===== src/rtl/core/atu_pkg.sv =====
package atu_pkg;

    localparam int DATA_WIDTH = 32;
    localparam int FRAC_BITS  = 16;
    localparam int PROD_W     = 2 * DATA_WIDTH;
    localparam int SUM_W      = PROD_W + 2;
    localparam int NUM_ROWS   = 3;
    localparam int NUM_COLS   = 4;
    localparam int NUM_COEF   = NUM_ROWS * NUM_COLS;
    localparam int IDX_W      = 5;
    localparam int OP_W       = 3;

    localparam logic [OP_W-1:0] OP_LOAD        = 3'd0;
    localparam logic [OP_W-1:0] OP_POINT       = 3'd1;
    localparam logic [OP_W-1:0] OP_VECTOR      = 3'd2;
    localparam logic [OP_W-1:0] OP_NORMAL      = 3'd3;
    localparam logic [OP_W-1:0] OP_REV_POINT   = 3'd4;
    localparam logic [OP_W-1:0] OP_REV_VECTOR  = 3'd5;
    localparam logic [OP_W-1:0] OP_REV_NORMAL  = 3'd6;
    localparam logic [OP_W-1:0] OP_RESERVED    = 3'd7;

    typedef logic signed [DATA_WIDTH-1:0] word_t;
    typedef logic [NUM_COLS-1:0][DATA_WIDTH-1:0] coef_row_t;
    typedef logic [NUM_ROWS-1:0][NUM_COLS-1:0][DATA_WIDTH-1:0] matrix_t;
    typedef logic [NUM_ROWS-1:0][DATA_WIDTH-1:0] vec_t;

    typedef struct packed {
        logic             en;
        logic [IDX_W-1:0] index;
        word_t            value;
    } coef_wr_t;

    localparam word_t WORD_MAX = {1'b0, {(DATA_WIDTH - 1){1'b1}}};
    localparam word_t WORD_MIN = {1'b1, {(DATA_WIDTH - 1){1'b0}}};

endpackage


===== src/rtl/core/atu_coef_bank.sv =====
module atu_coef_bank (
    input  logic              clk,
    input  logic              rst_n,
    input  atu_pkg::coef_wr_t wr,
    input  logic              use_fwd,
    output atu_pkg::matrix_t  mat
);
    import atu_pkg::*;

    word_t fwd_reg [NUM_COEF];
    word_t inv_reg [NUM_COEF];

    always_ff @(posedge clk or negedge rst_n)
    begin
        if (!rst_n)
        begin
            for (int i = 0; i < NUM_COEF; i++)
            begin
                fwd_reg[i] <= '0;
                inv_reg[i] <= '0;
            end
        end
        else if (wr.en)
        begin
            // indexes past the inverse matrix match nothing and are dropped
            for (int i = 0; i < NUM_COEF; i++)
            begin
                if (wr.index == IDX_W'(i))
                    fwd_reg[i] <= wr.value;
                if (wr.index == IDX_W'(i + NUM_COEF))
                    inv_reg[i] <= wr.value;
            end
        end
    end

    always_comb
    begin
        for (int r = 0; r < NUM_ROWS; r++)
        begin
            for (int c = 0; c < NUM_COLS; c++)
            begin
                mat[r][c] = use_fwd ? fwd_reg[r * NUM_COLS + c] : inv_reg[r * NUM_COLS + c];
            end
        end
    end

endmodule


===== config.mk =====
export PLATFORM = sky130hd
export DESIGN_NAME = atu_coef_bank
export DESIGN_NICKNAME = d
export VERILOG_FILES = /design/src/rtl/core/atu_pkg.sv /design/src/rtl/core/atu_coef_bank.sv
export SDC_FILE = /design/constraint.sdc
export NUM_CORES = 1
export LEC_CHECK = 0
export BUFFER_PORTS_ARGS = -buffer_cell sky130_fd_sc_hd__buf_2
export CAP_MARGIN = 0
export CORE_ASPECT_RATIO = 1.75
export CORE_MARGIN = 5
export CORE_UTILIZATION = 63
export CTS_CLUSTER_SIZE = 20
export DETAILED_ROUTE_END_ITERATION = 12
export PLACE_DENSITY = 0.92
export SLEW_MARGIN = 20
export SYNTH_ARGS = -nofsm -noshare
export SYNTH_HDL_FRONTEND = slang
export SYNTH_SLANG_ARGS = --single-unit
export TNS_END_PERCENT = 10

===== constraint.sdc =====
create_clock -name clk -period 2.5 [get_ports clk]
set_clock_uncertainty 0.1 [all_clocks]
set_input_delay 0.125 -clock clk [delete_from_list [all_inputs] [get_ports clk]]
set_output_delay 0.125 -clock clk [all_outputs]
set_load 0.01 [all_outputs]

* Yosys cells after proc, flatten, opt, wreduce, memory -nomap -nowiden
Index checks and enable logic that the tools add are counted.
Operators by class: muxes and demuxes 12, reductions and logical operators 25, equal/unequal tests 23
Operator list (number):
- $mux W32 | 12
- $reduce_and A2 Y1 | 24
- $eq A5 B4 Y1 const B | 8
- $eq A5 B5 Y1 const B | 8
- $eq A5 B3 Y1 const B | 4
- $eq A5 B2 Y1 const B | 2
- $eq A5 B1 Y1 const B | 1
- $logic_not A5 Y1 | 1
Word-level totals: register bits after elaboration 768, bits of input ports 41, logic and storage cells 84, output and inout bits 384

* Depth between registers and ports, before layout
depth in word-level cells 2, mapped depth 5, depth with buffers taken out 3

* Worst setup path before layout
OpenSTA, ideal clock, no wires.
kind input -> register, from input port wr[34] (netlist name), to register fwd_reg[257] (netlist name), stages on the path 5, library setup time 0.125 ns, buffers on the path 2, required time 2.275 ns, arrival time 1.289 ns, slack 0.986 ns, path through nor4b_2 > and3_1 > clkbuf_2 > buf_4 > mux2_2
On the way: cells in the longest elaborated chain, start to end 2
Ends and longest elaborated chain:
- start, declared | RTL line atu_coef_bank.sv:4 | input atu_pkg::coef_wr_t wr,
- $eq A5 B2 Y1 | RTL line atu_coef_bank.sv:28 | if (wr.index == IDX_W'(i))
- $reduce_and A2 Y1 (no source line)
- end signal, assigned by index | RTL line atu_coef_bank.sv:29 | fwd_reg[i] <= wr.value;
- end, declared | RTL line atu_coef_bank.sv:10 | word_t fwd_reg [NUM_COEF];
Every way passes these cells. A chain may end at the register's enable or synchronous reset.

==> Flow_metrics.wiki <==
{| class="wikitable"
! Metric !! Value
|-
| Most used cells in the layout excluding fill and tap cells || mux2_2 (1077), dfrtp_1 (768), buf_2 (422)
|-
| Minimum period implied by the final worst setup slack || 1730 ps
|-
| Final standard cell utilization of the core || 72.9%
|-
| Routed vias || 19700
|-
| # DRC || 0
|-
| First element of the critical path || use_fwd
|-
| Synth Net Count || 2182
|-
| Total CTS buffers || 66
|-
| Initial antenna violation count || 5
|-
| Synth Instances || 2141
|-
| Horizontal die dimension || 184 um
|-
| Final weighted congestion in routability-driven placement || 0.842
|-
| Commonest non-fill, non-tap cell in the layout || mux2_2
|-
| Part of the Yosys area used for sequential elements || 57.3%
|-
| Final-stage net count || 2558
|-
| Required time worst endpoint || 2280 ps
|-
| Placeable core region || 53000 um2
|-
| Start of the worst register-to-register path || fwd_reg[275]
|-
| Placed inst area || 36500 um2
|-
| Unrepaired setup endpoints after global routing || no
|-
| CTS sink count || 768
|-
| Overall global routing resource usage || 30.4%
|-
| Average footprint of a synthesized cell || 15.7 um2
|-
| Max-cap check violation count || 0
|-
| Buffer type at the clock tree root || clkbuf_16
|-
| Number of endpoints with negative hold slack in the final report || 0
|-
| Detailed-routing iteration count for the pre-antenna-repair pass || 7
|-
| DPL Wire Length || 58.5 mm
|-
| Count of routing violations after the opening detailed-route iteration || 1014
|-
| Layout overhead on the synthesized area || 15.3%
|-
| Final setup fails || 0
|-
| Run status || completed
|-
| Accumulated negative setup slack || 0 ps
|-
| Actual slew at the worst max-slew pin || 745 ps
|-
| Total overflow reported by the global router || 0
|-
| Relative slew margins || 50.3%
|-
| Pwr Density || 872 nW/um2
|-
| Type of the tightest min-delay check || in -> async
|-
| Lkg Pwr || 19.1 nW
|-
| Final worst-path cycle share || 69.2%
|-
| Arrival @ worst endpoint || 1500 ps
|-
| Largest buffer count on any clock path || 3
|-
| Slew Limit Fails || 0
|-
| Total Die Area || 58100 um2
|-
| Peak fanout along the critical path || 38
|-
| Global-route wire length before repair || 134 mm
|-
| Floorplan row count || 112
|-
| TritonCTS clock tree || built
|-
| Post-detailed-route count of antenna-violating nets || 0
|-
| Post-synth cell types || 19
|-
| Largest net degree at the start of global routing || 88
|-
| Initial Util || 63.3%
|-
| Clock transition at the registers of the reported paths || 60 ps
|-
| Later-pin clock latency in the skew report || 590 ps
|-
| Count of yosys warnings during synthesis || 0
|-
| Setup Fix Bufs, Post-CTS || 0
|-
| Worst-case vdd ir drop || 0.788 mV
|-
| Count of input and output buffers || 424
|-
| Final total power || 0.0337 W
|-
| #FFs+latches synth || 768
|-
| Wire length reported by the detailed router || 87.4 mm
|-
| Fmax || 578 MHz
|-
| Vias per std cell || 6.05
|-
| CP startpoint kind || input port
|-
| Worst Reg2Reg Path Length in Cells || 1
|-
| Via count of the first global-routing pass || 22000
|-
| I/O Pins || 425
|-
| Crit Path Class || in -> out
|-
| Synth Cell Area || 33500 um2
|-
| Worst setup EP type || output port
|-
| CTS H-tree lvls || 3
|-
| Per-cell routed wire length || 26.9 um
|-
| Height of the chip || 315 um
|-
| Design area || 38600 um2
|-
| Fraction of layout cells with a size suffix above 1 || 68.6%
|}
-- layer usage --
metal | track usage (%) | routed length (um)
met2 | 50.2 | 43700
met1 | 36.5 | 31800
met3 | 7.05 | 6070
met4 | 17.4 | 5750
met5 | 0 | 28
-- power breakdown --
part,internal (W),leakage (nW),switching (W)
clock network,0.00566,1.04,0.00453
logic,0.00391,8.25,0.00349
registers,0.0148,9.82,0.00126
total,0.0244,19.1,0.00928
-- cells in the mapped netlist --
cell / instances / share of area [%]
and3_1: 1 / 0.019
and4bb_2: 3 / 0.11
buf_1: 1 / 0.011
buf_2: 99 / 1.5
buf_4: 6 / 0.13
buf_6: 6 / 0.20
clkbuf_1: 71 / 0.80
clkbuf_2: 2 / 0.030
dfrtp_1: 768 / 57
mux2_1: 15 / 0.50
mux2_2: 1077 / 36
mux2_4: 60 / 2.7
nand2_1: 13 / 0.15
nand2b_1: 2 / 0.037
nand4b_1: 2 / 0.052
nor2_1: 7 / 0.078
nor2b_1: 5 / 0.093
nor4b_2: 1 / 0.045
or3_1: 2 / 0.037
-- area by class of cell --
class	count	area, um2
flip-flops and latches	768	19200
fillers	3190	14300
multi-input cells	1188	13500
repair buffers	493	2940
clock buffers	89	1860
well taps	684	856
clock inverters	22	249
diodes	5	12.5
-- logic make-up after synthesis --
logic type / share of synthesized area (%)
flip-flops: 57.3
buffers and inverters: 2.65
multiplexers: 39.4
AND/OR/NAND/NOR: 0.620
-- stage by stage --
stage	hold slack, ps	std cells	setup slack, ps
6_report	30.7	3249	771
5_1_grt	39.6	3244	746
4_1_cts	11.0	3244	773
3_5_place_dp	97.5	3132	552
3_3_place_gp	80.2	3132	615
2_1_floorplan	-271	2141	986
-- worst max-delay path, cell delays in order --
cell and delay [ps]:
buf_8 310, buf_4 470, mux2_2 420, buf_2 150
-- path summary, 6_finish.rpt --
check                                     to  slack (ps)
max in group asynchronous       fwd_reg[174]        1290
worst max-delay path                mat[369]         770
min in group clk                fwd_reg[149]          40
worst min-delay path            inv_reg[291]          30
worst max register to register  fwd_reg[275]        1560
worst min register to register  inv_reg[130]         390
-- timing repair --
| action | CTS | global route |
|---|---|---|
| hold buffers | 1 | 0 |
| resized for setup | 0 | 0 |
| endpoints found under the hold margin | 205 | 0 |
No activity file was read; power rests on OpenSTA's default activity.
